[src/hw/rtl/hsk_pkg.sv]
// ----------------------------------------------------------------------------
// hsk_pkg
// Shared types, codes and defaults for the streaming histogram sketch.
// ----------------------------------------------------------------------------
package hsk_pkg;

  localparam int DEF_MAX_CENTROIDS = 64;
  localparam int DEF_VALUE_WIDTH   = 32;

  // item kinds
  localparam logic [1:0] KIND_ADD   = 2'd0;
  localparam logic [1:0] KIND_QUANT = 2'd1;
  localparam logic [1:0] KIND_COUNT = 2'd2;

  // result status codes
  localparam logic [1:0] ST_OK    = 2'd0;
  localparam logic [1:0] ST_EMPTY = 2'd1;
  localparam logic [1:0] ST_DEGEN = 2'd2;

  // Q1.16 one
  localparam logic [16:0] FRAC_ONE = 17'd65536;

  localparam int DIV_NW = 64;
  localparam int DIV_DW = 34;

  typedef struct packed {
    logic signed [31:0] value;
    logic [31:0]        count;
  } entry_t;

  typedef struct packed {
    logic              start;
    logic [DIV_NW-1:0] num;
    logic [DIV_DW-1:0] den;
  } div_req_t;

  typedef struct packed {
    logic              done;
    logic [DIV_NW-1:0] quot;
  } div_rsp_t;

  typedef struct packed {
    logic        start;
    logic [63:0] radicand;
  } sqrt_req_t;

  typedef struct packed {
    logic        done;
    logic [31:0] root;
  } sqrt_rsp_t;

endpackage

[src/hw/rtl/hsk_store.sv]
// ----------------------------------------------------------------------------
// hsk_store
// Centroid table: one write and one registered read per cycle.
// ----------------------------------------------------------------------------
module hsk_store
  import hsk_pkg::*;
#(
  parameter int DEPTH = DEF_MAX_CENTROIDS + 1,
  parameter int AW    = $clog2(DEF_MAX_CENTROIDS + 1)
) (
  input  logic          clk,
  input  logic          rd_en,
  input  logic [AW-1:0] rd_addr,
  output entry_t        rd_data,
  input  logic          wr_en,
  input  logic [AW-1:0] wr_addr,
  input  entry_t        wr_data
);

  entry_t mem [DEPTH];

  always_ff @(posedge clk) begin
    if (wr_en) begin
      mem[wr_addr] <= wr_data;
    end
    if (rd_en) begin
      rd_data <= mem[rd_addr];
    end
  end

endmodule

[config.mk]
export PLATFORM = sky130hd
export DESIGN_NAME = hsk_store
export DESIGN_NICKNAME = d
export VERILOG_FILES = /design/src/hw/rtl/hsk_pkg.sv /design/src/hw/rtl/hsk_store.sv
export SDC_FILE = /design/constraint.sdc
export NUM_CORES = 2
export LEC_CHECK = 0
export ABC_AREA = 1
export ABC_CLOCK_PERIOD_IN_PS = 5750
export BUFFER_PORTS_ARGS = -buffer_cell sky130_fd_sc_hd__buf_2
export CAP_MARGIN = 5
export CORE_ASPECT_RATIO = 1.4
export CORE_MARGIN = 2
export CORE_UTILIZATION = 25
export DETAILED_ROUTE_END_ITERATION = 12
export GPL_ROUTABILITY_DRIVEN = 0
export PLACE_DENSITY = 0.36
export SETUP_SLACK_MARGIN = 0.2
export SLEW_MARGIN = 10
export SYNTH_ARGS = -nofsm -noshare
export SYNTH_HDL_FRONTEND = slang
export SYNTH_MEMORY_MAX_BITS = 65536
export SYNTH_SLANG_ARGS = --single-unit
[constraint.sdc]
create_clock -name clk -period 5.75 [get_ports clk]
set_clock_uncertainty 0.1 [all_clocks]
set_input_delay 0.575 -clock clk [delete_from_list [all_inputs] [get_ports clk]]
set_output_delay 0.575 -clock clk [all_outputs]
set_load 0.1 [all_outputs]
==> flow_metrics.tcl <==
set metrics [dict create \
    via_per_inst 4.78 \
    synth-seq-area-share_pct 75.4 \
    syn_area_mm2 0.168 \
    required_ns 5.08 \
    startpoint "rd_data[45]$_DFFE_PP_" \
    max_slew.worst_pin.slew_ns 1.28 \
    num_io_pins 145 \
    r2r_setup_slack_ns 3.75 \
    die_w_um 697 \
    root_buffer "clkbuf_16" \
    grt_pass1_vias 108000 \
    syn_nets 13600 \
    cp_slowest_cell "edfxtp_1" \
    p_total_uw 66200 \
    setup_tns_ns 0 \
    path_buf_inv 1 \
    path_depth 1 \
    post-route-period-util_pct 53.6 \
    rsz0062_at_grt "false" \
    dp_hpwl_um 345000 \
    drive_gt1_share_pct 8.41 \
    grt_max_degree 166 \
    period_needed_ns 3.08 \
    worstHoldPathType "input port to flip-flop" \
    crit_path_end "rd_data[45]" \
    ir_drop_mv 0.291 \
    power.density_mw_per_mm2 340 \
    cts_buffer_depth 4 \
    hold_violations 0 \
    drt_iter0_drc 9638 \
    path_delay_family "flip-flops" \
    cts.repair.resized 0 \
    syn_to_final_growth_pct 15.7 \
    post_cts_buffers 0 \
    coreArea_mm2 0.671 \
    timing.fmax_mhz 324 \
    worstSetupPathType "flip-flop to output port" \
    num_vias 109000 \
    rows 356 \
    finish.utilization_pct 29.0 \
    cp_slowest_stage_delay_ns 0.83 \
    cp_max_fo 1 \
    grt.total_usage_pct 19.3 \
    relSlewSlack_pct 14.6 \
    nets 13600 \
    r2r_end "rd_data[9]$_DFFE_PP_" \
    die-area_mm2 0.679 \
    remaining_drc_errors 0 \
    cts_tree "done" \
    synth.distinct_cells 15 \
    htreeDepth 5 \
    overflow 0 \
    maxCapViolations 0 \
    status "finished, final reports clean" \
    drt-pass1-iter-count 6 \
    reg2reg_from "mem[33][9]$_DFFE_PP_" \
    num-fill-cells 68500 \
    wire_per_inst_um 29.6 \
    critical_path.startpoint_type "flip-flop" \
    ys_ff_latch 4224 \
    ant_nets 0 \
    report.final.setup_viol 0 \
    cts_buffers 435 \
    antenna_found_initial 57 \
    hold_slack_ns 0.0675 \
    synth.avg_cell_area_um2 12.5 \
    start_util_pct 25.1 \
    path_clk_slew_ns 0.07 \
    routed_wl_um 678000 \
    cts.sinks 4224 \
    p_leak_uw 0.0656 \
    worst-r2r-cell-count 8 \
    io_buffers 144 \
    clkLatencyLatePin_ns 0.99 \
    maxSlewViolCount 0 \
    die_height_um 975 \
    endpoint_kind "output port" \
    grt_pass1_wl_um 928000 \
    yosysWarnings 0 \
    crit_chain "buf_2" \
    arrival_ns 2.41 \
    ctsHoldBuffers 3 \
    syn_inst 13500 \
]
-- metrics by stage --
| step | cell area, um2 | setup slack [ns] | cells |
|---|---|---|---|
| floorplan | 168000 | 1.34 | 13500 |
| global placement | 181000 | 1.66 | 22100 |
| detailed placement | 181000 | 1.85 | 22100 |
| CTS | 194000 | 2.47 | 22900 |
| global route | 194000 | 2.59 | 22900 |
| finish | 195000 | 2.67 | 22900 |
-- sequential cells by signal (all words and copies together) (netlist names) --
name and flops:
mem 4160, rd_data 64
-- cell usage in the layout, fill, tap and decap left out, types with 5 or more instances in the layout --
cell type	count
nor2_1	5
clkinv_1	122
nor3_1	8
edfxtp_1	4224
buf_2	128
diode_2	44
inv_6	11
clkinvlp_4	8
inv_8	6
nand2_1	4235
nor2_4	65
clkinv_2	71
clkinv_16	6
clkbuf_1	97
inv_1	14
nand3_1	4037
buf_12	167
bufinv_16	33
clkbuf_16	439
buf_4	222
-- area by class of cell --
class                   instances  area (um2)  share of cell area [%]
flip-flops and latches       4224      127000                    65.2
repair buffers                527        5780                    2.97
diodes                         44         110                  0.0566
multi-input cells            8351       36900                    19.0
clock buffers                 536       11300                    5.83
well taps                    8950       11200                    5.76
clock inverters               257        2240                    1.15
inverters                      21         149                  0.0765
-- report_power, final --
part	internal, uW	total [uW]	switching [uW]
combinational	887	4030	3150
clock	15500	28100	12600
sequential	34000	34100	85.5
-- synth_stat cells --
| master | count | share of area, % |
|---|---|---|
| buf_1 | 79 | 0.18 |
| buf_2 | 505 | 1.5 |
| clkbuf_1 | 137 | 0.31 |
| buf_8 | 2 | 0.018 |
| buf_4 | 152 | 0.68 |
| inv_2 | 3 | 0.0067 |
| buf_6 | 32 | 0.21 |
| nand3_1 | 4037 | 12 |
| nor3_1 | 8 | 0.024 |
| inv_1 | 16 | 0.036 |
| inv_4 | 2 | 0.0074 |
| nor2_1 | 70 | 0.16 |
| nand2_1 | 4235 | 9.5 |
| nand4_1 | 1 | 0.0037 |
| edfxtp_1 | 4224 | 75 |
-- layer usage --
metal	global-route usage, %	vias to the layer above	part of all wire, %
met5	0	-	0.029
met4	4.69	32	2.4
met3	2.13	706	4.0
met2	34.4	2515	51
met1	25.0	57600	43
li1	-	48600	-
-- logic make-up after synthesis --
group                  after synthesis  share of synthesized area (%)
DFF                               4224                           75.4
and+or+nand+nor                   8351                           21.6
buffers and inverters              928                           2.94
-- worst min-delay path by stage --
stage / end / slack (ns) / startpoint / cells past startpoint
floorplan: rd_data[62]$_DFFE_PP_ / 0.39 / mem[64][62]$_DFFE_PP_ / 2
global placement: rd_data[41]$_DFFE_PP_ / 0.40 / mem[64][41]$_DFFE_PP_ / 2
detailed placement: rd_data[35]$_DFFE_PP_ / 0.41 / mem[64][35]$_DFFE_PP_ / 2
CTS: mem[64][46]$_DFFE_PP_ / 0.02 / wr_data[46] / 1
global route: mem[64][57]$_DFFE_PP_ / 0.08 / wr_data[57] / 1
finish: mem[6][57]$_DFFE_PP_ / 0.07 / wr_data[57] / 1
Power figures use the tool's default switching activity.
