==> config.mk <==
export PLATFORM = sky130hd
export DESIGN_NAME = hsk_sqrt
export DESIGN_NICKNAME = d
export VERILOG_FILES = /design/src/hw/rtl/hsk_pkg.sv /design/src/hw/rtl/hsk_sqrt.sv
export SDC_FILE = /design/constraint.sdc
export NUM_CORES = 1
export LEC_CHECK = 0
export ABC_CLOCK_PERIOD_IN_PS = 15000
export BUFFER_PORTS_ARGS = -buffer_cell sky130_fd_sc_hd__buf_4
export CAP_MARGIN = 0
export CORE_ASPECT_RATIO = 0.6
export CORE_MARGIN = 5
export CORE_UTILIZATION = 62
export CTS_CLUSTER_SIZE = 14
export DETAILED_ROUTE_END_ITERATION = 8
export PLACE_DENSITY = 0.84
export SLEW_MARGIN = 20
export SYNTH_ARGS = -nofsm -noshare
export SYNTH_HDL_FRONTEND = slang
export SYNTH_SLANG_ARGS = --single-unit
==> constraint.sdc <==
create_clock -name clk -period 15 [get_ports clk]
set_input_delay 4.5 -clock clk [delete_from_list [all_inputs] [get_ports clk]]
set_output_delay 4.5 -clock clk [all_outputs]
set_load 0.01 [all_outputs]
==> src/hw/rtl/hsk_pkg.sv <==
// ----------------------------------------------------------------------------
// hsk_pkg
// Shared types, codes and defaults for the streaming histogram sketch.
// ----------------------------------------------------------------------------
package hsk_pkg;

  localparam int DEF_MAX_CENTROIDS = 64;
  localparam int DEF_VALUE_WIDTH   = 32;

  // item kinds
  localparam logic [1:0] KIND_ADD   = 2'd0;
  localparam logic [1:0] KIND_QUANT = 2'd1;
  localparam logic [1:0] KIND_COUNT = 2'd2;

  // result status codes
  localparam logic [1:0] ST_OK    = 2'd0;
  localparam logic [1:0] ST_EMPTY = 2'd1;
  localparam logic [1:0] ST_DEGEN = 2'd2;

  // Q1.16 one
  localparam logic [16:0] FRAC_ONE = 17'd65536;

  localparam int DIV_NW = 64;
  localparam int DIV_DW = 34;

  typedef struct packed {
    logic signed [31:0] value;
    logic [31:0]        count;
  } entry_t;

  typedef struct packed {
    logic              start;
    logic [DIV_NW-1:0] num;
    logic [DIV_DW-1:0] den;
  } div_req_t;

  typedef struct packed {
    logic              done;
    logic [DIV_NW-1:0] quot;
  } div_rsp_t;

  typedef struct packed {
    logic        start;
    logic [63:0] radicand;
  } sqrt_req_t;

  typedef struct packed {
    logic        done;
    logic [31:0] root;
  } sqrt_rsp_t;

endpackage

==> src/hw/rtl/hsk_sqrt.sv <==
// ----------------------------------------------------------------------------
// hsk_sqrt
// Integer square root of a 64-bit word, one result bit per cycle.
// ----------------------------------------------------------------------------
module hsk_sqrt
  import hsk_pkg::*;
(
  input  logic      clk,
  input  logic      rst,
  input  sqrt_req_t req,
  output sqrt_rsp_t rsp
);

  logic        busy;
  logic        done;
  logic [5:0]  cnt;
  logic [63:0] x;
  logic [63:0] r;
  logic [63:0] bitv;
  logic [63:0] trial;

  assign trial = r + bitv;

  always_ff @(posedge clk) begin
    if (rst) begin
      busy <= 1'b0;
      done <= 1'b0;
      cnt  <= '0;
    end else begin
      done <= 1'b0;
      if (req.start) begin
        busy <= 1'b1;
        cnt  <= 6'd32;
      end else if (busy) begin
        cnt <= cnt - 6'd1;
        if (cnt == 6'd1) begin
          busy <= 1'b0;
          done <= 1'b1;
        end
      end
    end
  end

  always_ff @(posedge clk) begin
    if (req.start) begin
      x    <= req.radicand;
      r    <= '0;
      bitv <= 64'd1 << 62;
    end else if (busy) begin
      if (x >= trial) begin
        x <= x - trial;
        r <= (r >> 1) + bitv;
      end else begin
        r <= r >> 1;
      end
      bitv <= bitv >> 2;
    end
  end

  assign rsp.done = done;
  assign rsp.root = r[31:0];

endmodule

==> results of run 1 <==
-- state kept, by name (all words and copies together) (netlist names) --
name and cells:
r 64, x 64, bitv 32, cnt 6
busy 1, done 1
-- per-stage QoR --
step                      hold slack [ns]  setup slack, ns  power, mW  utilization  area (sq um)
final                               0.514             8.44       2.74        0.670         16800
after global routing                0.547             8.10       2.89        0.670         16800
after CTS                           0.519             8.68       2.67        0.670         16800
after floorplan                     0.463             8.36       1.83            -         15700
after global placement              0.481             8.26       2.17        0.647         16200
after detailed placement            0.508             8.20       2.20        0.647         16200
-- kinds of logic (layout without fill, tap and decap cells) --
group           Yosys count  in the layout
mux                      48             48
xor+xnor                150            150
compound gates          671            671
buf+inv                 188            186
simple gates            612            612
fa+ha+maj               133            133
flops                   168            168
-- metal layers --
| layer | share of wire | GRT usage | routed length, microns |
|---|---|---|---|
| met1 | 0.47 | 0.523 | 22600 |
| met2 | 0.37 | 0.402 | 17700 |
| met3 | 0.15 | 0.0924 | 7210 |
| met4 | 0.015 | 0.0611 | 714 |
| met5 | 0.00027 | 0 | 13 |
-- worst min path at each step --
stage | cells past startpoint | endpoint
floorplan | 2 | cnt[0]
global placement | 2 | cnt[0]
detailed placement | 2 | cnt[0]
CTS | 2 | cnt[0]
global route | 2 | cnt[1]
finish | 2 | cnt[0]
-- power groups by stage --
stage | registers, mW | clock network (mW) | logic (mW)
3_5_place_dp | 0.721 | 0 | 1.48
3_3_place_gp | 0.716 | 0 | 1.45
2_1_floorplan | 0.663 | 0 | 1.17
4_1_cts | 0.712 | 0.469 | 1.49
5_1_grt | 0.728 | 0.490 | 1.67
6_report | 0.722 | 0.467 | 1.55
-- area by class of cell --
class | count | share of cell area
multi-input cells | 1614 | 0.643
inverters | 47 | 0.0105
flip-flops and latches | 168 | 0.238
clock inverters | 13 | 0.00936
clock buffers | 19 | 0.0263
repair buffers | 107 | 0.0479
well taps | 329 | 0.0245
-- worst register-to-register path, cell delays in order (launching register included) --
cell and delay (ns):
sky130_fd_sc_hd__dfxtp_1 0.40, sky130_fd_sc_hd__ha_1 0.39, sky130_fd_sc_hd__nand4_1 0.19, sky130_fd_sc_hd__o31ai_1 0.59, sky130_fd_sc_hd__a221oi_1 0.23, sky130_fd_sc_hd__a21oi_1 0.28
sky130_fd_sc_hd__o21ai_1 0.16, sky130_fd_sc_hd__a21oi_1 0.31, sky130_fd_sc_hd__o21ai_0 0.15, sky130_fd_sc_hd__xor2_1 0.36, sky130_fd_sc_hd__ha_1 0.30, sky130_fd_sc_hd__nand2_1 0.14
sky130_fd_sc_hd__nor2_2 0.19, sky130_fd_sc_hd__nand2_1 0.18, sky130_fd_sc_hd__nor4_2 0.25, sky130_fd_sc_hd__a21oi_1 0.17, sky130_fd_sc_hd__a21oi_4 0.16, sky130_fd_sc_hd__buf_4 0.46
sky130_fd_sc_hd__o21ai_0 0.36, sky130_fd_sc_hd__nand2_2 0.16, sky130_fd_sc_hd__buf_4 0.68
-- layout by cell type, fill, tap and decap left out, drive strengths merged, types with 19 or more instances in the layout --
master / instances
nand2: 223
nor2: 174
o21ai: 170
ha: 132
a21oi: 131
buf: 107
dfxtp: 104
xor2: 83
xnor2: 67
edfxtp: 64
a31oi: 60
inv: 54
a21o: 49
a211oi: 46
nand4: 45
mux2i: 41
o21bai: 35
nor3: 30
nand3: 29
a311oi: 23
a31o: 22
and3: 20
o22ai: 19
o211ai: 19
clkbuf: 19
==> results.cfg, run 1 <==
[outcome]
status = completed

[timing]
final-max-slew-violation-count = 0
skew_ns = 0.0154
finalSetupViolCount = 0
tns_ns = 0
setup_repair_after_global_routing_missed_its_margin = no
timing.final.hold_violations = 0
slew_headroom = 0.359
finalCriticalPeriod_ns = 6.56
fin_crit_sh = 0.437
worstMarginPinSlew_ns = 0.959
maxClockFrequency_ghz = 0.152

[setup_path]
crit_path_max_incr_delay_ns = 0.68
data_required_time_at_the_worst_endpoint_ns = 15.08
worst-endpoint-arrival_ns = 6.64
crit_type = flip-flop to flip-flop
path_max_fanout = 64
cp-start-kind = flip-flop
regToRegSetupSlack_ns = 8.44
critical_path_buf_inv_count = 2
cp-startpoint = r[6]
worstSetupEndpoint = x[7]
slowest_stage = sky130_fd_sc_hd__buf_4
setup.worst_path.end_class = flip-flop
crit-reg2reg-capture = x[7]
reg2regPathDepth = 20
worst_r2r_startpoint = r[6]
cpMostUsedCell = sky130_fd_sc_hd__a21oi_1
critPathTopFamily = compound AO/OA/AOI/OAI gates
worstPathCellList = ha_1 > nand4_1 > o31ai_1 > a221oi_1 > a21oi_1 > o21ai_1 > a21oi_1 > o21ai_0 > xor2_1 > ha_1 > nand2_1 > nor2_2 > nand2_1 > nor4_2 > a21oi_1 > a21oi_4 > buf_4 > o21ai_0 > nand2_2 > buf_4
worstSetupPathDepth = 20

[route]
drt_first_pass_iters = 6
detail_route.wl_per_cell_microns = 21.0
drc = 0
route.final.wire_length_microns = 48200
routed-via-count = 15500
detail-route-antenna-nets = 0
detailedRoute.firstIterationViolations = 2221
via_per_inst = 6.75

[clock_tree]
cts_buffer_depth = 2
cts.sinks = 168
cts_buffers = 17
post_cts.resized_instances = 0
post-cts-setup-buffers = 0
path_clk_slew_ns = 0.07
clock_tree.htree_level_count = 4
post_cts_hold_buffer_count = 0
clock_latency_ns = 0.46
clock-root-buffer = sky130_fd_sc_hd__clkbuf_16
cts_tree = built

[yosys]
post_synth_instance_area_sq_um = 15700
synth_enable_flop_cells = 64
synthMostInstantiatedCell = sky130_fd_sc_hd__nand2_1
synth_top_family_by_area = compound AO/OA/AOI/OAI gates
fraction_of_the_yosys_area_taken_by_sequential_cells = 0.254
synth_top_cell_by_area = sky130_fd_sc_hd__dfxtp_1
ys.flop_type = sky130_fd_sc_hd__dfxtp_1
postSynthCellCount = 1970
synth.avg_cell_area_sq_um = 7.99
async_flop_share = 0
synth.ff_latch_count = 168
synth_top_cells_by_area = sky130_fd_sc_hd__dfxtp_1 (13%), sky130_fd_sc_hd__edfxtp_1 (12%), sky130_fd_sc_hd__ha_1 (10%)
ys_types = 95
fraction_of_synthesized_cell_area_in_xor_and_xnor_cells = 0.0835
yosys.area_share.adder = 0.106
synth.yosys.warnings = 0
synth_simple_gate_area_share = 0.181
synth.net_count = 2170
synth_commonest_cells = sky130_fd_sc_hd__nand2_1 (223), sky130_fd_sc_hd__nor2_1 (171), sky130_fd_sc_hd__o21ai_0 (160), sky130_fd_sc_hd__ha_1 (132), sky130_fd_sc_hd__a21oi_1 (127)
synth.top_cell.area_share = 0.132
synth_compound_area_frac = 0.286
post_synth_mux_area_share = 0.0311

[final_layout]
multi_input_comb_area_sq_um = 10800
n_fill_cell = 2076
instances_no_fill = 2297
areaGrowthSynthToFinish_pct = 6.99
number_of_nets_at_the_end_of_the_flow = 2155
n_antenna_cell = 0
ff_latch_area_sq_um = 4010
share_of_post_route_cells_with_drive_strength_above_1 = 0.113

[global_routing]
vias_in_the_first_global_route = 13500
global_route.usage.total = 0.319
grt_first_pass_wirelength_microns = 74500
number_of_antenna_violations_at_the_first_check_in_global_routing = 1
globalRouteOverflowTotal = 0
grt_start_max_net_pins = 107

[placement]
placement.io_buffers = 99
post_place_cells = 2265
gpl.final_weighted_congestion = 1.01
dp.final_hpwl_microns = 36300

[floorplan]
core.rowCount = 45
die-area_sq_um = 28800
floorplan_die_height_microns = 133
chipWidth_microns = 216
ioPinCount = 100
initial_utilization = 0.627
core_area_sq_um = 25100

[pwr]
switching_share = 0.472
pwr_density_cell_nw_per_um2 = 163
peak_ir_drop_on_the_vdd_network_mv = 0.112
power.internal_mw = 1.45
power_frac_clock = 0.171
p_leak_nw = 6.53
seq_power_share = 0.264
p_comb_frac = 0.566
switchingPower_mw = 1.29

[worst_hold_path]
hp-start = cnt[0]
timing.hold.worst.class = flip-flop to flip-flop

[flow_run]
timing.max_cap.violations = 0
Note: power is estimated with default switching activity, not from simulation.
==> run 2, diff against run 1 <==
Settings changed: ABC_CLOCK_PERIOD_IN_PS 15000 to 6800.
Clock period 15 ns to 6.8 ns, I/O delays scaled along.
==> run 2 against run 1 <==
Net effect:
- fmax increased by 5.5%
- sequential cell count unchanged
- critical endpoint is now r[61]
- register-to-register slack lost 7.9 ns
- clock skew down 0.0027 ns
- sequential share of layout area about the same
- total power is 120% higher
- critical path type unchanged
- routed wire length rose by 1.2%
- largest power group unchanged
- sequential power increased by 120%
- worst hold slack got worse by 0.014 ns
- final cell count up 0.35%
- clock power grew 110%
- first-iteration DRC count grew 4.1%
==> results.cfg, run 2 (synthesized netlist as in run 1, its figures left out) <==
[outcome]
status = completed

[pwr]
p_leak_nw = 6.56
pwr_density_cell_nw_per_um2 = 354
peak_ir_drop_on_the_vdd_network_mv = 0.243

[timing]
worstMarginPinSlew_ns = 0.911
layout_setup_ws_ns = 0.580
finalSetupViolCount = 0
skew_ns = 0.0127
slew_headroom = 0.392
setup_repair_after_global_routing_missed_its_margin = no
final-max-slew-violation-count = 0
maxClockFrequency_ghz = 0.161
tns_ns = 0
fin_crit_sh = 0.915
timing.final.hold_violations = 0
finalCriticalPeriod_ns = 6.22

[final_layout]
n_antenna_cell = 0
number_of_nets_at_the_end_of_the_flow = 2163
top_regs = r x64, x x64, bitv x32
instances_no_fill = 2305
areaGrowthSynthToFinish_pct = 7.16
final_area_sq_um = 16900
highest_count_cells_in_the_layout_ignoring_fill_and_taps = sky130_fd_sc_hd__nand2_1 (222), sky130_fd_sc_hd__nor2_1 (171), sky130_fd_sc_hd__o21ai_0 (160), sky130_fd_sc_hd__ha_1 (132), sky130_fd_sc_hd__a21oi_1 (127)
commonest_non_fill_non_tap_cell_in_the_layout = sky130_fd_sc_hd__nand2_1
share_of_post_route_cells_with_drive_strength_above_1 = 0.116

[floorplan]
ioPinCount = 100
chipWidth_microns = 216
initial_utilization = 0.627
die-area_sq_um = 28800
core_area_sq_um = 25100
floorplan_die_height_microns = 133
core.rowCount = 45

[placement]
gpl.final_weighted_congestion = 1.02
dp.final_hpwl_microns = 37200
placement.io_buffers = 99
post_place_cells = 2273
preCtsSetupSlack_ns = 0.844
postPlaceCellArea_sq_um = 16300

[route]
drc = 0
detail-route-antenna-nets = 0
detailedRoute.firstIterationViolations = 2312
route.final.wire_length_microns = 48700
drt_first_pass_iters = 6
via_per_inst = 6.73
detail_route.wl_per_cell_microns = 21.1
routed-via-count = 15500

[global_routing]
vias_in_the_first_global_route = 13800
number_of_antenna_violations_at_the_first_check_in_global_routing = 0
global_route.usage.total = 0.326
groute.layer.met1.usage = 0.525
globalRouteOverflowTotal = 0
grt_first_pass_wirelength_microns = 76100
met3_usage = 0.112
grt_start_max_net_pins = 113
globalRouteMet2Util = 0.410
top_usage_layer = met1

[clock_tree]
cts.sinks = 168
clock_tree.htree_level_count = 4
clock-root-buffer = sky130_fd_sc_hd__clkbuf_16
path_clk_slew_ns = 0.07
cts_buffers = 17
cts_buffer_depth = 2
post_cts_hold_buffer_count = 0
cts_tree = built
post_cts.resized_instances = 0
post-cts-setup-buffers = 0
clock_latency_ns = 0.46

[worst_hold_path]
timing.hold.worst.class = flip-flop to flip-flop

[setup_path]
crit_type = flip-flop to flip-flop
setup.worst_path.end_class = flip-flop
cp-start-kind = flip-flop
data_required_time_at_the_worst_endpoint_ns = 7.16
worst-endpoint-arrival_ns = 6.58
path_max_fanout = 42
regToRegSetupSlack_ns = 0.58

[flow_run]
timing.max_cap.violations = 0
run 2: cell types whose count changed in the layout (fill, tap and decap cells not counted), moves of 2 or more:
cell and change:
sky130_fd_sc_hd__clkinv_4 -2, sky130_fd_sc_hd__bufinv_16 -2, sky130_fd_sc_hd__inv_8 -2, sky130_fd_sc_hd__clkinv_2 +2, sky130_fd_sc_hd__buf_4 +7, sky130_fd_sc_hd__clkbuf_8 +2, sky130_fd_sc_hd__clkbuf_1 +2
run 2: power by group:
part	internal, mW	switching [mW]	total, mW
sequential	1.35	0.217	1.56
clock	0.522	0.445	0.967
combinational	1.30	2.14	3.43
total	3.16	2.80	5.96
run 2: metrics by stage:
step	hold WS (ns)	power, mW	utilization
3_5_place_dp	0.493	4.86	0.649
3_3_place_gp	0.477	4.79	0.649
5_1_grt	0.535	6.31	0.672
2_1_floorplan	0.463	4.04	-
4_1_cts	0.503	5.83	0.672
6_report	0.499	5.96	0.672
run 2: cell type report:
class / count / area [sq um]
repair buffers: 115 / 880
flip-flops and latches: 168 / 4010
multi-input cells: 1614 / 10800
clock buffers: 24 / 503
inverters: 47 / 176
clock inverters: 8 / 57.6
fillers: 2116 / 8250
well taps: 329 / 412
run 2: worst paths after layout:
kind,from,to,depth (start not counted)
setup / recovery,r[6],r[61],21
hold / removal,cnt[0],cnt[0],2
setup reg to reg,r[6],r[61],21
hold reg to reg,cnt[0],cnt[0],2
run 2: worst max-delay path, cell delays in order, from the launching register on:
cell,delay [ns]
sky130_fd_sc_hd__dfxtp_1,0.38
sky130_fd_sc_hd__ha_1,0.36
sky130_fd_sc_hd__nand4_1,0.19
sky130_fd_sc_hd__o31ai_1,0.60
sky130_fd_sc_hd__a221oi_1,0.22
sky130_fd_sc_hd__a21oi_1,0.27
sky130_fd_sc_hd__o21ai_1,0.17
sky130_fd_sc_hd__a21oi_1,0.33
sky130_fd_sc_hd__o21ai_0,0.15
sky130_fd_sc_hd__xor2_1,0.19
sky130_fd_sc_hd__ha_1,0.45
sky130_fd_sc_hd__nand2_1,0.14
sky130_fd_sc_hd__nor2_2,0.17
sky130_fd_sc_hd__nand2_1,0.18
sky130_fd_sc_hd__nor4_2,0.38
sky130_fd_sc_hd__a21oi_1,0.23
sky130_fd_sc_hd__a21oi_4,0.24
sky130_fd_sc_hd__buf_4,0.43
sky130_fd_sc_hd__nor2_2,0.04
sky130_fd_sc_hd__buf_4,0.28
sky130_fd_sc_hd__or3_1,0.38
sky130_fd_sc_hd__a311oi_1,0.28
run 2: layer usage:
layer  up-vias  wire (microns)  part of all wire
met5         -               0                 0
met4         0             585             0.012
li1       7290               -                 -
met1      7151           23100              0.47
met3        65            7270              0.15
met2      1003           17800              0.37
