## src/hw/rtl/hsk_pkg.sv

```systemverilog
// ----------------------------------------------------------------------------
// hsk_pkg
// Shared types, codes and defaults for the streaming histogram sketch.
// ----------------------------------------------------------------------------
package hsk_pkg;

  localparam int DEF_MAX_CENTROIDS = 64;
  localparam int DEF_VALUE_WIDTH   = 32;

  // item kinds
  localparam logic [1:0] KIND_ADD   = 2'd0;
  localparam logic [1:0] KIND_QUANT = 2'd1;
  localparam logic [1:0] KIND_COUNT = 2'd2;

  // result status codes
  localparam logic [1:0] ST_OK    = 2'd0;
  localparam logic [1:0] ST_EMPTY = 2'd1;
  localparam logic [1:0] ST_DEGEN = 2'd2;

  // Q1.16 one
  localparam logic [16:0] FRAC_ONE = 17'd65536;

  localparam int DIV_NW = 64;
  localparam int DIV_DW = 34;

  typedef struct packed {
    logic signed [31:0] value;
    logic [31:0]        count;
  } entry_t;

  typedef struct packed {
    logic              start;
    logic [DIV_NW-1:0] num;
    logic [DIV_DW-1:0] den;
  } div_req_t;

  typedef struct packed {
    logic              done;
    logic [DIV_NW-1:0] quot;
  } div_rsp_t;

  typedef struct packed {
    logic        start;
    logic [63:0] radicand;
  } sqrt_req_t;

  typedef struct packed {
    logic        done;
    logic [31:0] root;
  } sqrt_rsp_t;

endpackage

```

## src/hw/rtl/hsk_div.sv

```systemverilog
// ----------------------------------------------------------------------------
// hsk_div
// Restoring unsigned divider, one quotient bit per cycle.
// ----------------------------------------------------------------------------
module hsk_div
  import hsk_pkg::*;
(
  input  logic     clk,
  input  logic     rst,
  input  div_req_t req,
  output div_rsp_t rsp
);

  localparam int CNTW = $clog2(DIV_NW + 1);

  logic              busy;
  logic [CNTW-1:0]   cnt;
  logic [DIV_DW-1:0] rem;
  logic [DIV_DW-1:0] den;
  logic [DIV_NW-1:0] quo;
  logic              done;
  logic [DIV_DW:0]   trial;

  assign trial = {rem, quo[DIV_NW-1]};

  always_ff @(posedge clk) begin
    if (rst) begin
      busy <= 1'b0;
      done <= 1'b0;
      cnt  <= '0;
    end else begin
      done <= 1'b0;
      if (req.start) begin
        busy <= 1'b1;
        cnt  <= CNTW'(DIV_NW);
      end else if (busy) begin
        cnt <= cnt - CNTW'(1);
        if (cnt == CNTW'(1)) begin
          busy <= 1'b0;
          done <= 1'b1;
        end
      end
    end
  end

  always_ff @(posedge clk) begin
    if (req.start) begin
      rem <= '0;
      den <= req.den;
      quo <= req.num;
    end else if (busy) begin
      if (trial >= {1'b0, den}) begin
        rem <= DIV_DW'(trial - {1'b0, den});
        quo <= {quo[DIV_NW-2:0], 1'b1};
      end else begin
        rem <= trial[DIV_DW-1:0];
        quo <= {quo[DIV_NW-2:0], 1'b0};
      end
    end
  end

  assign rsp.done = done;
  assign rsp.quot = quo;

endmodule

```

## config.mk

```make
export PLATFORM = sky130hd
export DESIGN_NAME = hsk_div
export DESIGN_NICKNAME = d
export VERILOG_FILES = /design/src/hw/rtl/hsk_pkg.sv /design/src/hw/rtl/hsk_div.sv
export SDC_FILE = /design/constraint.sdc
export NUM_CORES = 1
export LEC_CHECK = 0
export BUFFER_PORTS_ARGS = -buffer_cell sky130_fd_sc_hd__buf_4
export CAP_MARGIN = 20
export CORE_UTILIZATION = 50
export DETAILED_ROUTE_END_ITERATION = 16
export GPL_ROUTABILITY_DRIVEN = 0
export GPL_TIMING_DRIVEN = 0
export PLACE_DENSITY = 0.84
export SLEW_MARGIN = 5
export SYNTH_ARGS = -nofsm -noshare
export SYNTH_HDL_FRONTEND = slang
export SYNTH_SLANG_ARGS = --single-unit
```

## constraint.sdc

```tcl
create_clock -name clk -period 2.9 [get_ports clk]
set_input_delay 0.58 -clock clk [delete_from_list [all_inputs] [get_ports clk]]
set_output_delay 0.58 -clock clk [all_outputs]
set_load 0.02 [all_outputs]
```

==> results of run 1 <==
cell type report:
cell class / count / area [um^2] / area share, %
inverters: 47 / 176.4 / 1.778
flip-flops and latches: 141 / 3804 / 38.34
plain buffers: 40 / 202.7 / 2.043
well taps: 188 / 235.2 / 2.371
clock inverters: 15 / 197.7 / 1.992
clock buffers: 17 / 425.4 / 4.288
multi-input cells: 498 / 3615 / 36.43
repair buffers: 167 / 1266 / 12.76
registers in the layout (all words and copies together), names as in the netlist:
name and flops:
rem 34, done 1, busy 1, quo 64, den 34, cnt 7
power by group through the flow:
stage / logic, mW / clock network, mW / registers (mW)
after global routing: 1.30 / 2.45 / 2.47
after detailed placement: 1.17 / 0 / 2.49
after floorplan: 0.631 / 0 / 2.59
final: 1.20 / 2.34 / 2.45
after CTS: 1.18 / 2.37 / 2.45
after global placement: 1.14 / 0 / 2.49
layout by cell type (no fill, tap or decap), types with 36 or more instances in the layout:
cell and count:
buf_4 169, edfxtp_1 98, nand2_1 80, nor2_1 66, mux2_2 64, inv_1 46
a21oi_1 44, dfxtp_1 43, ha_1 36
stage by stage:
stage | setup WS [ns] | total power [mW]
floorplan | 0.1225 | 3.220
global placement | -1.290 | 3.633
detailed placement | -0.2883 | 3.663
CTS | 0.03911 | 6.005
global route | -0.01726 | 6.217
finish | 0.09533 | 5.993
kinds of logic after synthesis:
group           count (synthesis)
simple gates                  205
compound gates                156
flops                         141
buf+inv                        87
mux                            66
fa+ha+maj                      37
xor+xnor                       34
repair_timing:
action	CTS	global route
setup endpoints to repair	3	11
hold buffers	0	0
resized for setup	0	9
buffers inserted	1	0
pin swaps	0	1
worst register-to-register path: cells and delay by family, from the launching register on:
| kind | cells | cell delay, ns |
|---|---|---|
| AO/OA/AOI/OAI | 5 | 0.78 |
| XOR/XNOR | 1 | 0.20 |
| adder cells (fa/ha/maj) | 2 | 0.57 |
| buffers and inverters | 2 | 0.13 |
| flip-flops | 1 | 0.40 |
| AND/OR/NAND/NOR | 2 | 0.59 |
Yosys cell counts, types with 12 or more instances:
cell,count
inv_1,47
edfxtp_1,98
a311oi_1,13
clkbuf_1,24
dfxtp_1,43
mux2_2,64
nor2_1,66
o21ai_0,24
nand2_1,80
a21oi_1,45
nor3_1,12
xnor2_1,24
ha_1,36
worst paths after layout:
check	from	to	slack, ns	cells past startpoint
min reg2reg	rem[13]	rem[13]	0.50	2
min	req[2]	den[2]	0.32	1
max reg2reg	quo[63]	rem[22]	0.1	12
max	quo[63]	rem[22]	0.1	12
metal layers:
layer	track usage (%)	part of all wire (%)
met1	29.12	38
met2	43.35	49
met3	9.405	8.9
met4	13.39	4.0
met5	0	0
==> out/qor.yml, run 1 <==
status:
  status: "finished clean"
cts:
  htreeDepth: 4
  cts_buffers: 17
  root_buffer: "clkbuf_16"
  cts.sinks: 141
  path_clk_slew_ns: 0.07
  max-clock-path-buffers: 2
  insertion_delay_ns: 0.43
  cts_tree: "built"
place:
  place_area_um2: 9239
  dp_cells: 1080
  place_hpwl_um: 14780
  io_buffers: 165
setup_path:
  cp_common_cell: "inv_1"
  crit_chain: "inv_1 > ha_1 > inv_1 > fa_1 > a21o_1 > a211oi_2 > or4_4 > a21oi_1 > or3_4 > a21oi_2 > xor2_1 > o21ai_1"
  worst-path-buf-inv: 2
  critPathArrivalTime_ns: 3.11
  slowest_delay_ns: 0.42
  cpLargestDelayFamily: "compound AO/OA/AOI/OAI gates"
  worstSetupEndpointType: "flop"
  slowest_stage: "or3_4"
  worstSetupPathType: "flop to flop"
  start_kind: "flop"
  cp_max_fo: 3
  crit_required_ns: 3.21
synthesis:
  yosysWarnings: 0
  synth_edf_count: 98
  synth_top_family_by_area: "compound AO/OA/AOI/OAI gates"
  synthesis.area_um2: 7745
  syn_area_per_cell_um2: 10.67
  synth_area_leaders: "edfxtp_1 (38%), dfxtp_1 (11%), mux2_2 (9.3%)"
  synthCells: 726
  synthMuxAreaShare_pct: 9.564
  ys_ff_latch: 141
  synth_top_area_share_pct: 38.00
  synth_largest_area_cell: "edfxtp_1"
  async_flop_share_pct: 0
  synth_nets: 864
  synth_fa_ha_area_share_pct: 6.074
  ys_types: 64
  synth_flop_cell: "edfxtp_1"
  ys_seq_area_share_pct: 49.11
  synth_xor_area_share_pct: 3.845
  synth-compound-area-share_pct: 14.33
  synthSimpleGateAreaFrac_pct: 12.18
pwr:
  switching_share_pct: 28.85
  ir_drop_mv: 0.4557
  internal-power_mw: 4.264
  switching_power_mw: 1.729
  leakagePower_nw: 4.107
  pwr-share-seq_pct: 40.9
  comb_power_share_pct: 20.0
  clock_power_share_pct: 39.1
  power_per_cell_area_nw_per_um2: 604.0
cells_and_area:
  fin_util_pct: 65.51
  fill_cells: 1190
  drive_gt1_share_pct: 33.95
  antenna_cells: 0
  nets: 1050
  syn2layout_area_growth_pct: 28.11
  fin_area_um2: 9922
  finalNonFillerCells: 1113
drt:
  vias: 6333
  drt_wl_total_um: 20140
  wl_per_cell_um: 18.10
  drc: 0
  dr.pass1.iters: 5
  final_antenna_net_count: 0
  via_per_inst: 5.690
  drt_iter0_drc: 395
grt:
  grt.total_usage_pct: 25.92
  grt_pass1_vias: 6299
  grt_pass1_wl_um: 31540
  antenna_found_initial: 0
  grt_max_degree: 38
  grt_remaining_overflow: 0
timing:
  rsz0062_at_grt: "true"
  setup_viol_count_final: 0
  tightest_slew_ns: 0.6701
  finalMaxSlewViolations: 0
  timing.final.crit_share_pct: 96.71
  tns_ns: 0
  finClkSkew_ns: 0.008717
  relSlewSlack_pct: 55.33
  whs_ns: 0.3197
  period_minus_slack_ns: 2.805
  hold_viol: 0
  fmax_mhz: 356.5
run:
  drv_cap: 0
floorplanning:
  io_pins: 166
  floorplan.initialDensity_pct: 51.14
  coreArea_um2: 15150
  die_h_um: 126.5
  rows: 45
  die_area_um2: 15990
  die_w_um: 126.5
hold_path:
  min_path_type: "primary input to flop"
(Power assumes the default switching activity.)
==> inputs of run 2 (changes only) <==
--- a/config.mk
+++ b/config.mk
@@ -7,11 +7,11 @@
 export LEC_CHECK = 0
 export BUFFER_PORTS_ARGS = -buffer_cell sky130_fd_sc_hd__buf_4
 export CAP_MARGIN = 20
-export CORE_UTILIZATION = 50
+export CORE_UTILIZATION = 55
 export DETAILED_ROUTE_END_ITERATION = 16
 export GPL_ROUTABILITY_DRIVEN = 0
 export GPL_TIMING_DRIVEN = 0
-export PLACE_DENSITY = 0.84
+export PLACE_DENSITY = 0.87
 export SLEW_MARGIN = 5
 export SYNTH_ARGS = -nofsm -noshare
 export SYNTH_HDL_FRONTEND = slang
==> constraint.sdc (replaced) <==
create_clock -name clk -period 3.1 [get_ports clk]
set_input_delay 0.62 -clock clk [delete_from_list [all_inputs] [get_ports clk]]
set_output_delay 0.62 -clock clk [all_outputs]
set_load 0.02 [all_outputs]
==> run 2 against run 1 <==
Combinational power fell by 8%. Utilization is 6.8 points higher. Fmax shrank 3.1%. Wire length decreased by 3.1%. Design area fell by 1.6%. Critical path type unchanged.
==> out/qor.yml, run 2 (synthesis results as in run 1) <==
status:
  status: "finished clean"
setup_path:
  crit_required_ns: 3.39
  cpLargestDelayFamily: "compound AO/OA/AOI/OAI gates"
  slowest_delay_ns: 0.44
  crit_path_end: "rem[28]"
  ff2ff_path_depth: 12
  crit_chain: "inv_1 > ha_1 > inv_1 > fa_1 > a21o_1 > a211oi_1 > or4_4 > nand2_2 > a31oi_1 > o21ai_1 > xnor2_1 > o21ai_1"
  rrSetupSlack_ns: 0.20
  crit_cells: 12
  crit_path_start: "quo[63]"
  slowest_stage: "a31oi_1"
  worstSetupEndpointType: "flop"
  r2r-end: "rem[28]"
  worst-path-buf-inv: 2
  critPathArrivalTime_ns: 3.19
  cp_max_fo: 3
  worstSetupPathType: "flop to flop"
  start_kind: "flop"
  rr_startpoint: "quo[63]"
cells_and_area:
  reg_top3: "quo x64, den x34, rem x34"
  fin_util_pct: 72.28
  most-common-layout-cells: "buf_4 (168), edfxtp_1 (98), nand2_1 (80), nor2_1 (66), mux2_2 (64)"
  antenna_cells: 0
  top_register: "quo"
  syn2layout_area_growth_pct: 26.04
  largest_reg_flops: 64
  fin_area_um2: 9762
  final_common_cell: "buf_4"
  nets: 1049
  drive_gt1_share_pct: 32.58
cts:
  insertion_delay_ns: 0.42
  cts_buffers: 17
  root_buffer: "clkbuf_16"
  post_cts_resize_count: 0
  max-clock-path-buffers: 2
  cts_tree: "built"
  htreeDepth: 4
  post_cts_buffers: 0
  cts_hold_buf: 0
  path_clk_slew_ns: 0.06
  cts.sinks: 141
timing:
  rsz0062_at_grt: "false"
  finalMaxSlewViolations: 0
  hold_viol: 0
  period_minus_slack_ns: 2.896
  fmax_mhz: 345.3
  relSlewSlack_pct: 50.75
  finClkSkew_ns: 0.009801
  timing.final.crit_share_pct: 93.41
  setup_viol_count_final: 0
  tightest_slew_ns: 0.7377
drt:
  via_per_inst: 5.764
  dr.pass1.iters: 5
  drc: 0
  drt_wl_total_um: 19520
  wl_per_cell_um: 17.74
  vias: 6340
  final_antenna_net_count: 0
  drt_iter0_drc: 450
pwr:
  leakagePower_nw: 4.053
  switching_power_mw: 1.474
  clock_power_share_pct: 35.4
  ir_drop_mv: 0.4255
  power_per_cell_area_nw_per_um2: 539.7
  switching_share_pct: 27.98
  internal-power_mw: 3.794
  comb_power_share_pct: 21.0
  pwr-share-seq_pct: 43.6
grt:
  grt_pass1_wl_um: 31470
  grt.total_usage_pct: 28.08
  grt_pass1_vias: 6427
  antenna_found_initial: 0
  grt_max_degree: 36
  grt_remaining_overflow: 0
floorplanning:
  floorplan.initialDensity_pct: 57.35
  die_w_um: 120.7
  coreArea_um2: 13510
  die_h_um: 120.7
  die_area_um2: 14560
  rows: 42
  io_pins: 166
hold_path:
  min_from: "req[4]"
  whs_path_depth: 1
  min_path_type: "primary input to flop"
place:
  place_hpwl_um: 14430
  place_area_um2: 9224
  io_buffers: 165
run:
  drv_cap: 0
run 2: cell types whose count changed in the layout (fill, tap and decap cells not counted), sizes merged:
cell / before / now
inv: 55 / 49
clkbuf: 43 / 48
bufinv: 3 / 1
clkinv: 2 / 4
buf: 181 / 180
clkinvlp: 2 / 3
run 2: per-stage QoR:
step / hold slack [ns] / std cells / worst slack [ns] / power [mW] / TNS [ns]
floorplan: 0.4531 / 726 / 0.2825 / 3.012 / 0
global route: 0.3582 / 1100 / 0.006616 / 5.484 / 0
CTS: 0.3582 / 1100 / 0.2176 / 5.296 / 0
global placement: 0.4763 / 1067 / -1.070 / 3.390 / -68.68
finish: 0.3743 / 1100 / 0.2042 / 5.269 / 0
detailed placement: 0.4833 / 1068 / -0.1062 / 3.419 / -4.036
run 2: worst register-to-register path: cells and delay by family, from the launching register on:
family	cells	cell delay (ns)
AO/OA/AOI/OAI	5	1.13
XOR/XNOR	1	0.25
adder cells (fa/ha/maj)	2	0.58
buffers and inverters	2	0.14
flip-flops	1	0.41
AND/OR/NAND/NOR	2	0.27
run 2: per-layer routing:
layer | wire [um] | GRT usage (%)
met5 | 0 | 0
met4 | 487 | 11.57
met3 | 1741 | 8.632
met2 | 9630 | 47.34
met1 | 7658 | 33.23
run 2: worst min path at each step:
stage	slack (ns)	endpoint
2_1_floorplan	0.45	rem[18]
4_1_cts	0.36	den[4]
6_report	0.37	den[4]
3_3_place_gp	0.48	cnt[0]
3_5_place_dp	0.48	cnt[0]
5_1_grt	0.36	den[5]
run 2: layout make-up:
type	count	area (um^2)
sequential	141	3804
fill	923	3744
multi-input combinational	498	3562
timing repair buffer	166	1259
clock buffer	22	444.2
tap	176	220.2
buffer	40	202.7
inverter	47	176.4
clock inverter	10	93.84
run 2: power groups by stage:
stage / registers (mW) / logic [mW] / clock network [mW]
global placement: 2.33 / 1.06 / 0
CTS: 2.30 / 1.10 / 1.90
global route: 2.31 / 1.20 / 1.97
detailed placement: 2.33 / 1.09 / 0
floorplan: 2.42 / 0.590 / 0
finish: 2.30 / 1.10 / 1.87
==> inputs of run 3 (changes only) <==
--- a/config.mk
+++ b/config.mk
@@ -7,11 +7,11 @@
 export LEC_CHECK = 0
 export BUFFER_PORTS_ARGS = -buffer_cell sky130_fd_sc_hd__buf_4
 export CAP_MARGIN = 20
-export CORE_UTILIZATION = 55
+export CORE_UTILIZATION = 25
 export DETAILED_ROUTE_END_ITERATION = 16
 export GPL_ROUTABILITY_DRIVEN = 0
 export GPL_TIMING_DRIVEN = 0
-export PLACE_DENSITY = 0.87
+export PLACE_DENSITY = 0.5
 export SLEW_MARGIN = 5
 export SYNTH_ARGS = -nofsm -noshare
 export SYNTH_HDL_FRONTEND = slang
==> run 3 against run 2 <==
Clock skew grew 0.0017 ns. Sequential power is essentially flat. Critical path depth stayed put. Via count shrank 2.7%. Highest routed layer is now met5. Fmax grew 2.0%. Largest cell class unchanged. Utilization fell by 39 points.
==> out/qor.yml, run 3 (synthesis results as in run 1) <==
timing:
  setup_viol_count_final: 0
  relSlewSlack_pct: 43.27
  hold_viol: 0
  fmax_mhz: 352.2
  setup_ws_ns: 0.2608
  finClkSkew_ns: 0.01151
  timing.final.crit_share_pct: 91.59
  period_minus_slack_ns: 2.839
  finalMaxSlewViolations: 0
  tns_ns: 0
  tightest_slew_ns: 0.8510
floorplanning:
  die_area_um2: 31690
  rows: 64
  die_w_um: 178.0
  io_pins: 166
  die_h_um: 178.0
  floorplan.initialDensity_pct: 25.39
  coreArea_um2: 30510
cells_and_area:
  antenna_cells: 0
  drive_gt1_share_pct: 33.44
  most-common-layout-cells: "buf_4 (169), edfxtp_1 (98), nand2_1 (80), nor2_1 (66), mux2_2 (64)"
  fill_cells: 3136
  top_register: "quo"
  reg_top3: "quo x64, den x34, rem x34"
  fin_area_um2: 10070
  nets: 1049
  largest_reg_flops: 64
  syn2layout_area_growth_pct: 30.00
  fin_util_pct: 33.00
  final_common_cell: "buf_4"
grt:
  grt_pass1_wl_um: 36050
  grt.total_usage_pct: 15.19
  antenna_found_initial: 1
  grt_pass1_vias: 6505
  grt_max_degree: 65
  grt_remaining_overflow: 0
place:
  io_buffers: 165
  place_area_um2: 9482
  dpl_worst_slack_ns: -0.3021
  place_hpwl_um: 16950
cts:
  htreeDepth: 4
  cts_buffers: 17
  root_buffer: "clkbuf_16"
  max-clock-path-buffers: 2
  path_clk_slew_ns: 0.07
  cts.sinks: 141
  cts_tree: "built"
  insertion_delay_ns: 0.43
  cts_hold_buf: 0
drt:
  drt_wl_total_um: 22800
  drt_iter0_drc: 326
  via_per_inst: 4.673
  drc: 0
  final_antenna_net_count: 0
  wl_per_cell_um: 17.28
  vias: 6168
  dr.pass1.iters: 4
setup_path:
  worst-path-buf-inv: 2
  worstSetupPathType: "flop to flop"
  crit_required_ns: 3.40
  cp_max_fo: 3
  start_kind: "flop"
  slowest_delay_ns: 0.43
  crit_chain: "inv_1 > ha_1 > inv_1 > fa_1 > a21o_1 > a211oi_2 > or4_4 > a21oi_1 > or3_1 > a21oi_2 > xor2_1 > o21ai_1"
  critPathArrivalTime_ns: 3.14
  cp_common_cell: "inv_1"
  slowest_stage: "edfxtp_1"
  worstSetupEndpointType: "flop"
  cpLargestDelayFamily: "compound AO/OA/AOI/OAI gates"
pwr:
  power_per_cell_area_nw_per_um2: 536.5
  leakagePower_nw: 4.083
  power_mw: 5.401
  ir_drop_mv: 0.4069
status:
  status: "finished clean"
run:
  drv_cap: 0
hold_path:
  min_path_type: "primary input to flop"
## run 3: changes by cell type in the layout (fill, tap and decap cells not counted), moves of 2 or more
cell,previous run,this run
clkbuf_1,29,24
clkinvlp_4,3,0
inv_4,0,2
clkbuf_8,0,2
clkinv_4,1,3
## run 3: worst register-to-register path, cell delays in order (launching register included)
cell and delay [ns]:
edfxtp_1 0.43, inv_1 0.08, ha_1 0.17, inv_1 0.06, fa_1 0.39, a21o_1 0.24, a211oi_2 0.22, or4_4 0.17
a21oi_1 0.12, or3_1 0.42, a21oi_2 0.16, xor2_1 0.18, o21ai_1 0.07
## run 3: power by group
group | leakage [nW] | switching (mW) | internal, mW
logic | 2.47 | 0.626 | 0.486
clock network | 0.287 | 0.861 | 1.13
registers | 1.33 | 0.0980 | 2.20
## run 3: area by class of cell
cell class	instances	area [um^2]	share of cell area (%)
Clock buffer	21	485.5	4.822
Clock inverter	11	78.83	0.7829
Timing Repair Buffer	166	1246	12.38
Sequential cell	141	3804	37.78
Tap cell	396	495.5	4.921
Buffer	40	202.7	2.013
Multi-Input combinational cell	498	3577	35.53
Inverter	47	178.9	1.777
## run 3: path summary, 6_finish.rpt
check	slack (ns)	cells after the start	endpoint	from
setup / recovery	0.26	12	rem[22]	quo[63]
hold / removal	0.36	1	den[10]	req[10]
setup reg to reg	0.26	12	rem[22]	quo[63]
hold reg to reg	0.49	2	cnt[0]	cnt[0]
## run 3: through the flow
step,cells,hold slack (ns)
after floorplan,726,0.4531
after global placement,1287,0.4758
after detailed placement,1287,0.4839
after CTS,1319,0.3288
after global routing,1320,0.3274
final,1320,0.3591
## run 3: repair_timing
action                                  4_1_cts  5_1_grt
setup buffers                                 0        1
endpoints found under the setup margin        0        4
gates resized for setup                       0        3
## run 3: per-layer routing
layer | global-route usage (%) | part of all wire [%]
met1 | 18.30 | 44
met4 | 4.950 | 1.6
met3 | 6.223 | 9.0
met2 | 24.43 | 46
met5 | 0 | 0.039
